<file path="config.mk">
export PLATFORM = sky130hd
export DESIGN_NAME = cascaded_one_pole_filter_unit
export DESIGN_NICKNAME = d
export VERILOG_FILES = /design/src/rtl/copf_pkg.sv /design/src/rtl/copf_ctrl.sv /design/src/rtl/copf_dp.sv /design/src/rtl/cascaded_one_pole_filter_unit.sv
export VERILOG_INCLUDE_DIRS = /design/src /design/src/rtl
export SDC_FILE = /design/constraint.sdc
export NUM_CORES = 2
export LEC_CHECK = 0
export BUFFER_PORTS_ARGS = -buffer_cell sky130_fd_sc_hd__buf_2
export CORE_MARGIN = 10
export CORE_UTILIZATION = 50
export CTS_BUF_LIST = sky130_fd_sc_hd__clkbuf_8
export CTS_CLUSTER_SIZE = 10
export DETAILED_ROUTE_END_ITERATION = 8
export PLACE_DENSITY = 0.74
export SETUP_SLACK_MARGIN = 0.3
export SLEW_MARGIN = 20
export SYNTH_ARGS = -nofsm -noshare
export SYNTH_HDL_FRONTEND = slang
export SYNTH_SLANG_ARGS = --single-unit
</file>
<file path="constraint.sdc">
create_clock -name clock -period 10.2 [get_ports clock]
set_input_delay 0.51 -clock clock [delete_from_list [all_inputs] [get_ports clock]]
set_output_delay 0.51 -clock clock [all_outputs]
set_load 0.05 [all_outputs]
</file>
<file path="src/rtl/cascaded_one_pole_filter_unit_assert.svh">
// Assertion macros for the cascaded one-pole filter unit.
`ifndef CASCADED_ONE_POLE_FILTER_UNIT_ASSERT_SVH
`define CASCADED_ONE_POLE_FILTER_UNIT_ASSERT_SVH

// The consequent must hold in the same cycle as the antecedent.
`define COPF_ASSERT_SAME(lbl, ante, cons, msg) \
   lbl: assert property (@(posedge clock) disable iff (reset) (ante) |-> (cons)) \
      else $error(msg);

// The consequent must hold in the cycle after the antecedent.
`define COPF_ASSERT_NEXT(lbl, ante, cons, msg) \
   lbl: assert property (@(posedge clock) disable iff (reset) (ante) |=> (cons)) \
      else $error(msg);

`endif

</file>
<file path="src/rtl/copf_pkg.sv">
// Shared types, constants and functions of the cascaded one-pole filter unit.
package copf_pkg;

   localparam int STAGE_BITS      = 32;
   localparam int COEFF_BITS      = 17;
   localparam int MODE_BITS       = 3;
   localparam int PROD_BITS       = 50;
   localparam int CSR_INDEX_BITS  = 2;
   localparam int DEF_MAX_STAGES  = 8;
   localparam int DEF_SAMPLE_BITS = 24;

   // Register indexes of the configuration port.
   localparam logic [CSR_INDEX_BITS-1:0] CSR_FILTER_MODE  = 2'd0;
   localparam logic [CSR_INDEX_BITS-1:0] CSR_CUTOFF_COEFF = 2'd1;

   // Mode codes; LP8 and HP8 also bound the lowpass and highpass groups.
   localparam logic [MODE_BITS-1:0] MODE_LP1   = 3'd0;
   localparam logic [MODE_BITS-1:0] MODE_LP2   = 3'd1;
   localparam logic [MODE_BITS-1:0] MODE_LP4   = 3'd2;
   localparam logic [MODE_BITS-1:0] MODE_LP8   = 3'd3;
   localparam logic [MODE_BITS-1:0] MODE_HP2   = 3'd4;
   localparam logic [MODE_BITS-1:0] MODE_HP4   = 3'd5;
   localparam logic [MODE_BITS-1:0] MODE_HP8   = 3'd6;
   localparam logic [MODE_BITS-1:0] MODE_NOTCH = 3'd7;

   // Commands from the controller to the datapath.
   typedef struct packed {
      logic load;
      logic mult;
      logic update;
      logic finish;
   } copf_cmd_type;

   // Status from the datapath to the controller.
   typedef struct packed {
      logic is_last;
   } copf_status_type;

   // Number of stages that a mode runs, before the cap by the stage count.
   function automatic int stage_count(input logic [MODE_BITS-1:0] mode);
      int cnt;
      case (mode)
         MODE_LP1:           cnt = 1;
         MODE_LP2, MODE_HP2: cnt = 2;
         MODE_LP8, MODE_HP8: cnt = 8;
         default:            cnt = 4;
      endcase
      return cnt;
   endfunction

   // Index of the last running stage for a mode and a stage count.
   function automatic int last_index(input logic [MODE_BITS-1:0] mode, input int max_stages);
      int cnt;
      cnt = stage_count(mode);
      if (cnt > max_stages) begin
         cnt = max_stages;
      end
      return cnt - 1;
   endfunction

endpackage

</file>
<file path="src/rtl/copf_ctrl.sv">
// Controller of the cascaded one-pole filter unit: sequences the stages of one request.
module copf_ctrl #(
   parameter int IDX_BITS   = 3
) (
   input  logic                    clock,
   input  logic                    reset,
   input  logic                    req_valid,
   output logic                    req_stall,
   output logic                    rsp_valid,
   input  logic                    rsp_stall,
   input  copf_pkg::copf_status_type status,
   output copf_pkg::copf_cmd_type  cmd,
   output logic [IDX_BITS-1:0]     stage_idx
);
   import copf_pkg::*;

   typedef enum logic [3:0] {
      ST_IDLE   = 4'b0001,
      ST_MULT   = 4'b0010,
      ST_UPDATE = 4'b0100,
      ST_FINISH = 4'b1000
   } copf_state_type;

   copf_state_type        state_ff, state_in;
   logic [IDX_BITS-1:0]   idx_ff, idx_in;
   logic                  out_valid_ff, out_valid_in;

   // Next state, stage index and commands.
   always_comb begin
      state_in     = state_ff;
      idx_in       = idx_ff;
      cmd          = '0;
      out_valid_in = out_valid_ff && rsp_stall;
      case (state_ff)
         ST_IDLE: begin
            if (req_valid) begin
               cmd.load = 1'b1;
               idx_in   = '0;
               state_in = ST_MULT;
            end
         end
         ST_MULT: begin
            cmd.mult = 1'b1;
            state_in = ST_UPDATE;
         end
         ST_UPDATE: begin
            cmd.update = 1'b1;
            if (status.is_last) begin
               state_in = ST_FINISH;
            end else begin
               idx_in   = IDX_BITS'(idx_ff + 1'b1);
               state_in = ST_MULT;
            end
         end
         ST_FINISH: begin
            // The result register is free or is being emptied this cycle.
            if (!out_valid_ff || !rsp_stall) begin
               cmd.finish   = 1'b1;
               out_valid_in = 1'b1;
               state_in     = ST_IDLE;
            end
         end
         default: begin
            state_in = ST_IDLE;
         end
      endcase
   end

   always_ff @(posedge clock) begin
      if (reset) begin
         state_ff     <= ST_IDLE;
         idx_ff       <= '0;
         out_valid_ff <= 1'b0;
      end else begin
         state_ff     <= state_in;
         idx_ff       <= idx_in;
         out_valid_ff <= out_valid_in;
      end
   end

   assign req_stall = (state_ff != ST_IDLE);
   assign rsp_valid = out_valid_ff;
   assign stage_idx = idx_ff;

endmodule

</file>
<file path="src/rtl/copf_dp.sv">
// Datapath of the cascaded one-pole filter unit: stage store, shared multiplier, output.
module copf_dp #(
   parameter int MAX_STAGES  = copf_pkg::DEF_MAX_STAGES,
   parameter int SAMPLE_BITS = copf_pkg::DEF_SAMPLE_BITS,
   parameter int IDX_BITS    = 3
) (
   input  logic                                  clock,
   input  logic                                  reset,
   input  logic                                  csr_write,
   input  logic [copf_pkg::CSR_INDEX_BITS-1:0]   csr_index,
   input  logic [copf_pkg::COEFF_BITS-1:0]       csr_data,
   input  logic signed [SAMPLE_BITS-1:0]         req_sample_in,
   input  copf_pkg::copf_cmd_type                cmd,
   input  logic [IDX_BITS-1:0]                   stage_idx,
   output copf_pkg::copf_status_type             status,
   output logic signed [SAMPLE_BITS-1:0]         rsp_sample_out,
   output logic                                  rsp_clipped
);
   import copf_pkg::*;

   localparam logic signed [STAGE_BITS+1:0] SMAX =
      (34'sd1 <<< (SAMPLE_BITS - 1)) - 34'sd1;
   localparam logic signed [STAGE_BITS+1:0] SMIN = -SMAX - 34'sd1;
   localparam logic signed [STAGE_BITS+2:0] STAGE_HI = 35'sd2147483647;
   localparam logic signed [STAGE_BITS+2:0] STAGE_LO = -35'sd2147483648;
   localparam logic signed [PROD_BITS-1:0]  ROUND_HALF = 50'sd32768;

   logic [MODE_BITS-1:0]            mode_ff;
   logic [COEFF_BITS-1:0]           coeff_ff;
   logic signed [STAGE_BITS-1:0]    stage_ff [MAX_STAGES];
   logic signed [STAGE_BITS-1:0]    x_ff, x_in;
   logic signed [STAGE_BITS-1:0]    prev_ff;
   logic signed [STAGE_BITS-1:0]    first_ff;
   logic signed [PROD_BITS-1:0]     prod_ff, prod_in;
   logic                            flag_ff;
   logic signed [SAMPLE_BITS-1:0]   out_sample_ff, out_sample_in;
   logic                            out_clip_ff, out_clip_in;

   logic signed [STAGE_BITS-1:0]    stage_rd;
   logic signed [STAGE_BITS:0]      diff;
   logic signed [COEFF_BITS:0]      coeff_s;
   logic signed [PROD_BITS-1:0]     rounded;
   logic signed [STAGE_BITS+1:0]    delta;
   logic signed [STAGE_BITS+2:0]    acc;
   logic signed [STAGE_BITS-1:0]    stage_new;
   logic                            stage_ovf;
   logic signed [STAGE_BITS+1:0]    y_raw;
   logic [IDX_BITS-1:0]             last_idx;

   // Configuration registers.
   always_ff @(posedge clock) begin
      if (reset) begin
         mode_ff  <= '0;
         coeff_ff <= '0;
      end else if (csr_write) begin
         case (csr_index)
            CSR_FILTER_MODE:  mode_ff  <= csr_data[MODE_BITS-1:0];
            CSR_CUTOFF_COEFF: coeff_ff <= csr_data;
            default: ;
         endcase
      end
   end

   // Index of the last running stage of the current mode.
   assign last_idx       = IDX_BITS'(last_index(mode_ff, MAX_STAGES));
   assign status.is_last = (stage_idx == last_idx);

   // Multiply step: coefficient times the gap between predecessor and stage.
   assign x_in     = STAGE_BITS'(req_sample_in);
   assign stage_rd = stage_ff[stage_idx];
   assign diff     = (STAGE_BITS+1)'(prev_ff) - (STAGE_BITS+1)'(stage_rd);
   assign coeff_s  = $signed({1'b0, coeff_ff});
   assign prod_in  = diff * coeff_s;

   // Update step: round half up, accumulate and saturate to 32 bits.
   assign rounded = prod_ff + ROUND_HALF;
   assign delta   = (STAGE_BITS+2)'(rounded >>> 16);
   assign acc     = (STAGE_BITS+3)'(stage_rd) + (STAGE_BITS+3)'(delta);
   always_comb begin
      stage_ovf = 1'b1;
      if (acc > STAGE_HI) begin
         stage_new = STAGE_HI[STAGE_BITS-1:0];
      end else if (acc < STAGE_LO) begin
         stage_new = STAGE_LO[STAGE_BITS-1:0];
      end else begin
         stage_new = acc[STAGE_BITS-1:0];
         stage_ovf = 1'b0;
      end
   end

   // Output forming and saturation to the sample width.
   always_comb begin
      if (mode_ff <= MODE_LP8) begin
         y_raw = (STAGE_BITS+2)'(prev_ff);
      end else if (mode_ff <= MODE_HP8) begin
         y_raw = (STAGE_BITS+2)'(x_ff) - (STAGE_BITS+2)'(prev_ff);
      end else begin
         y_raw = (STAGE_BITS+2)'(x_ff) - (STAGE_BITS+2)'(first_ff)
               + (STAGE_BITS+2)'(prev_ff);
      end
      out_clip_in = flag_ff;
      if (y_raw > SMAX) begin
         out_sample_in = SMAX[SAMPLE_BITS-1:0];
         out_clip_in   = 1'b1;
      end else if (y_raw < SMIN) begin
         out_sample_in = SMIN[SAMPLE_BITS-1:0];
         out_clip_in   = 1'b1;
      end else begin
         out_sample_in = y_raw[SAMPLE_BITS-1:0];
      end
   end

   // Stage store, cleared by reset.
   always_ff @(posedge clock) begin
      if (reset) begin
         for (int i = 0; i < MAX_STAGES; i++) begin
            stage_ff[i] <= '0;
         end
      end else if (cmd.update) begin
         stage_ff[stage_idx] <= stage_new;
      end
   end

   // Working registers of the request in flight and the result register.
   always_ff @(posedge clock) begin
      if (reset) begin
         flag_ff <= 1'b0;
      end else if (cmd.load) begin
         flag_ff <= 1'b0;
      end else if (cmd.update) begin
         flag_ff <= flag_ff | stage_ovf;
      end
   end

   always_ff @(posedge clock) begin
      if (cmd.load) begin
         x_ff    <= x_in;
         prev_ff <= x_in;
      end else if (cmd.update) begin
         prev_ff <= stage_new;
      end
      if (cmd.update && (stage_idx == '0)) begin
         first_ff <= stage_new;
      end
      if (cmd.mult) begin
         prod_ff <= prod_in;
      end
      if (cmd.finish) begin
         out_sample_ff <= out_sample_in;
         out_clip_ff   <= out_clip_in;
      end
   end

   assign rsp_sample_out = out_sample_ff;
   assign rsp_clipped    = out_clip_ff;

endmodule

</file>
<file path="src/rtl/cascaded_one_pole_filter_unit.sv">
// Top level of the cascaded one-pole filter unit: controller, datapath and checks.
//
// Lowpass, highpass and notch filter built from up to MAX_STAGES one-pole stages
// that share one multiplier. A request runs its n stages one after another, where n
// is the stage count of the mode (1, 2, 4 or 8, capped at MAX_STAGES): each stage
// passes through the multiply step and then the round, accumulate and saturate
// step that writes it back, since the next stage needs the updated value. A new
// request is taken only once the last one has left its finish step. The result
// sits in an output register, so a new request is taken while the last result
// still waits; only a second finished result waits for the first to be taken.
// Configuration writes are always taken (csr_ready is high) and must be made while
// the unit is idle. Stages reset to zero and are kept across mode changes.
`include "cascaded_one_pole_filter_unit_assert.svh"

module cascaded_one_pole_filter_unit #(
   parameter int MAX_STAGES  = copf_pkg::DEF_MAX_STAGES,
   parameter int SAMPLE_BITS = copf_pkg::DEF_SAMPLE_BITS
) (
   input  logic                                clock,
   input  logic                                reset,
   input  logic                                csr_valid,
   output logic                                csr_ready,
   input  logic [copf_pkg::CSR_INDEX_BITS-1:0] csr_index,
   input  logic [copf_pkg::COEFF_BITS-1:0]     csr_data,
   input  logic                                req_valid,
   output logic                                req_stall,
   input  logic signed [SAMPLE_BITS-1:0]       req_sample_in,
   output logic                                rsp_valid,
   input  logic                                rsp_stall,
   output logic signed [SAMPLE_BITS-1:0]       rsp_sample_out,
   output logic                                rsp_clipped
);
   import copf_pkg::*;

   localparam int IDX_BITS = (MAX_STAGES > 1) ? $clog2(MAX_STAGES) : 1;

   copf_cmd_type          cmd;
   copf_status_type       status;
   logic [IDX_BITS-1:0]   stage_idx;

   assign csr_ready = 1'b1;

   copf_ctrl #(
      .IDX_BITS   (IDX_BITS)
   ) u_ctrl (
      .clock     (clock),
      .reset     (reset),
      .req_valid (req_valid),
      .req_stall (req_stall),
      .rsp_valid (rsp_valid),
      .rsp_stall (rsp_stall),
      .status    (status),
      .cmd       (cmd),
      .stage_idx (stage_idx)
   );

   copf_dp #(
      .MAX_STAGES  (MAX_STAGES),
      .SAMPLE_BITS (SAMPLE_BITS),
      .IDX_BITS    (IDX_BITS)
   ) u_dp (
      .clock          (clock),
      .reset          (reset),
      .csr_write      (csr_valid && csr_ready),
      .csr_index      (csr_index),
      .csr_data       (csr_data),
      .req_sample_in  (req_sample_in),
      .cmd            (cmd),
      .stage_idx      (stage_idx),
      .status         (status),
      .rsp_sample_out (rsp_sample_out),
      .rsp_clipped    (rsp_clipped)
   );

   // An accepted request keeps the input side busy in the next cycle.
   `COPF_ASSERT_NEXT(a_busy_after_accept, req_valid && !req_stall, req_stall, "idle after accept")
   // A finished result never overwrites one that is still waiting.
   `COPF_ASSERT_SAME(a_no_overwrite, cmd.finish, !rsp_valid || !rsp_stall, "result overwritten")
   // Every stage write-back follows its multiply cycle.
   `COPF_ASSERT_SAME(a_update_after_mult, cmd.update, $past(cmd.mult), "update without multiply")
   // The stage index is zero when a new request starts its first stage.
   `COPF_ASSERT_NEXT(a_start_at_first, cmd.load, cmd.mult && (stage_idx == '0), "bad first stage")

endmodule
</file>
==> impl_metrics.ini <==
[worst_hold_path]
hp-class = in -> reg
hold_start = req_sample_in[12]
holdPathStages = 1
worst_hold_path.endpoint = u_dp.x_ff[12]

[place]
gp_congestion = 0.964
dp.cells = 5925
dpl.hpwl_um = 97600
portBuffers = 74
dp_slack_ns = -0.305

[drt]
drtAntennaViolNets = 0
via_count = 35600
dr.pass1.iters = 8
drc = 0
drt_iter0_drc = 3230
vias_per_cell = 5.81
wire_per_inst_um = 21.7
drt_wl_total_um = 133000

[global_routing]
grt_pass1_vias = 37000
grt_max_degree = 53
antenna_found_initial = 5
grt_overflow_total = 0
grt_use_total_pct = 24.8
grt_pass1_wl_um = 207000

[timing]
tightest_slew_ns = 1.20
rsz0062_at_grt = yes
setup_viol = 0
clock_skew_ns = 0.0819
post-route-period-util_pct = 95.2
relSlewSlack_pct = 19.8
final.min_clock_period_ns = 9.71
drv_slew = 0
max_freq_mhz = 103
hold_viol = 0
fin_setup_tns_ns = 0
worst_slack_ns = 0.487
hold-worst-slack_ns = 0.0710

[pwr]
power_frac_comb_pct = 57.9
sequentialPowerShare_pct = 25.2
power_switching_mw = 4.08
power.leakage_nw = 22.6
p_int_mw = 4.89
power_mw = 8.97
swShare_pct = 45.5
power_frac_clock_pct = 16.9
p_per_area_mw_per_mm2 = 175
irDropWorstVdd_mv = 0.148

[yosys]
syn_nets = 5585
synth_compound_area_share_pct = 11.1
synth-simple-area-share_pct = 13.8
yosysWarningCount = 0
synth_seq_cells = 436
async_flop_share_pct = 0
synth.avg_cell_area_um2 = 9.80
synth_edf_count = 404
synth_area_mm2 = 0.0463
synth_top_family_by_area = adder cells
ys_seq_area_share_pct = 27.6
synth-xor-area-share_pct = 3.52
synthMuxAreaShare_pct = 4.35
post_synth_num_cell_types = 96
synthFlopType = edfxtp_1
synth_cells = 4725
synth-adder-area-share_pct = 31.1

[cells_and_area]
regArea_mm2 = 0.0128
fin_nets = 5680
nFillCells = 7771
syn_to_final_growth_pct = 10.8
layout_commonest_cell = inv_1
fin_cells = 6124
multi_input_area_mm2 = 0.0304
final_cell_mix = 785 x inv_1, 547 x fa_1, 467 x nand2_1
final_layout_size_suffix_gt1_share_pct = 11.9

[run]
cap_violations = 0

[setup_path]
setup.worst_path.start_class = flop
worstPathRequired_ns = 10.61
endpoint_kind = flop
worst_path_max_delay_cell = mux4_2
cp.arrival_ns = 10.13
ff2ff_setup_slack_ns = 0.49
criticalPathCategory = reg -> reg
r2r_cells = 40
path_max_fanout = 17
crit_top_cell = fa_1
r2r_end = u_dp.prod_ff[45]
slowest_delay_ns = 0.54

[clock_network]
cts.clk_slew.worst_paths_ns = 0.06
cts.sinks = 436
clock_path_buffers = 3
cts_tree = built
clk_latency_ns = 0.73
cts_buffers = 72
ctsRootBufferMaster = clkbuf_8
cts_max_level = 3

[die]
rows = 111
die_y_um = 324
coreArea_mm2 = 0.0918
ios = 76
die-area_mm2 = 0.105
die_w_um = 324
start_util_pct = 50.4

[run_status]
status = finished, final reports clean
==> repair_timing <==
action / 4_1_cts / 5_1_grt
hold endpoints to repair: 33 / 0
gates cloned: 2 / 3
setup buffers: 7 / 17
pin swaps: 7 / 59
gates resized for setup: 45 / 111
hold buffers: 32 / 0
endpoints found under the setup margin: 15 / 16
==> synthesized netlist by cell type, drive strengths merged, types with 64 or more instances <==
cell | instances | share of area (%)
inv | 768 | 6.2
buf | 81 | 0.95
edfxtp | 404 | 26
fa | 558 | 24
nor2 | 212 | 1.7
a21oi | 210 | 2.4
a21o | 70 | 1.1
ha | 254 | 6.9
clkbuf | 170 | 1.4
xnor2 | 123 | 2.3
and2 | 279 | 3.8
o21ai | 352 | 3.8
mux4 | 64 | 3.1
nand2 | 468 | 3.8
==> cell families after synthesis <==
kind of cell               after synthesis
muxes                                  120
and+or+nand+nor                       1301
DFF                                    436
adders and majority gates              815
xor gates and xnor gates               186
AOI/OAI and AO/OA                      846
buffers and inverters                 1020
other                                    1
==> critical path: cells and delay by family (launching register included) <==
kind                       cells  cell delay [ns]
adders and majority gates      8             3.62
AOI/OAI and AO/OA             13             2.16
buffers and inverters         10             1.15
and+or+nand+nor                5             0.90
muxes                          2             0.77
DFF                            1             0.47
xor gates and xnor gates       2             0.32
==> through the flow <==
stage	util [%]	area, um^2
final	55.9	51300
after global routing	55.9	51300
after CTS	54.9	50400
after detailed placement	52.7	48400
after global placement	52.7	48400
after floorplan	-	46300
==> power by group through the flow <==
stage	Combinational [mW]	Clock, mW	Sequential, mW
after global placement	4.71	0	2.28
after detailed placement	4.78	0	2.29
after CTS	4.89	1.53	2.25
after floorplan	3.20	0	2.21
after global routing	5.70	1.61	2.26
final	5.19	1.52	2.26
==> area by class of cell <==
type / count / area share, %
Timing Repair Buffer: 272 / 4.48
Multi-Input combinational cell: 3269 / 59.2
Tap cell: 1243 / 3.03
Sequential cell: 436 / 24.9
Inverter: 769 / 5.63
Antenna cell: 5 / 0.0244
Clock buffer: 72 / 1.93
Clock inverter: 58 / 0.727
==> how the worst max path moves through the flow <==
stage          from                to  slack, ns  cells past startpoint
2_1_floorplan  flop  u_dp.prod_ff[48]       0.36                     37
4_1_cts        flop  u_dp.prod_ff[49]       0.32                     38
6_report       flop  u_dp.prod_ff[45]       0.49                     40
3_3_place_gp   flop  u_dp.prod_ff[45]      -0.19                     38
5_1_grt        flop  u_dp.prod_ff[45]       0.20                     40
3_5_place_dp   flop  u_dp.prod_ff[49]      -0.30                     38
==> registers in the layout, indices dropped and copies added (netlist names), 4 cells and up, named ones only <==
| name | count |
|---|---|
| u_dp.stage_ff | 256 |
| u_dp.prod_ff | 35 |
| u_dp.first_ff | 32 |
| u_dp.prev_ff | 32 |
| u_dp.rsp_sample_out | 24 |
| u_dp.x_ff | 24 |
| u_dp.coeff_ff | 17 |
| u_ctrl.state_ff | 4 |
==> layer usage <==
| layer | vias up | global-route usage (%) | wire length, um |
|---|---|---|---|
| met4 | 4 | 10.7 | 6460 |
| met5 | - | 0 | 25 |
| met2 | 1712 | 41.8 | 63600 |
| met1 | 17700 | 31.3 | 51400 |
| li1 | 15800 | - | - |
| met3 | 372 | 4.07 | 11300 |
Note: power is estimated with default switching activity, not from simulation.
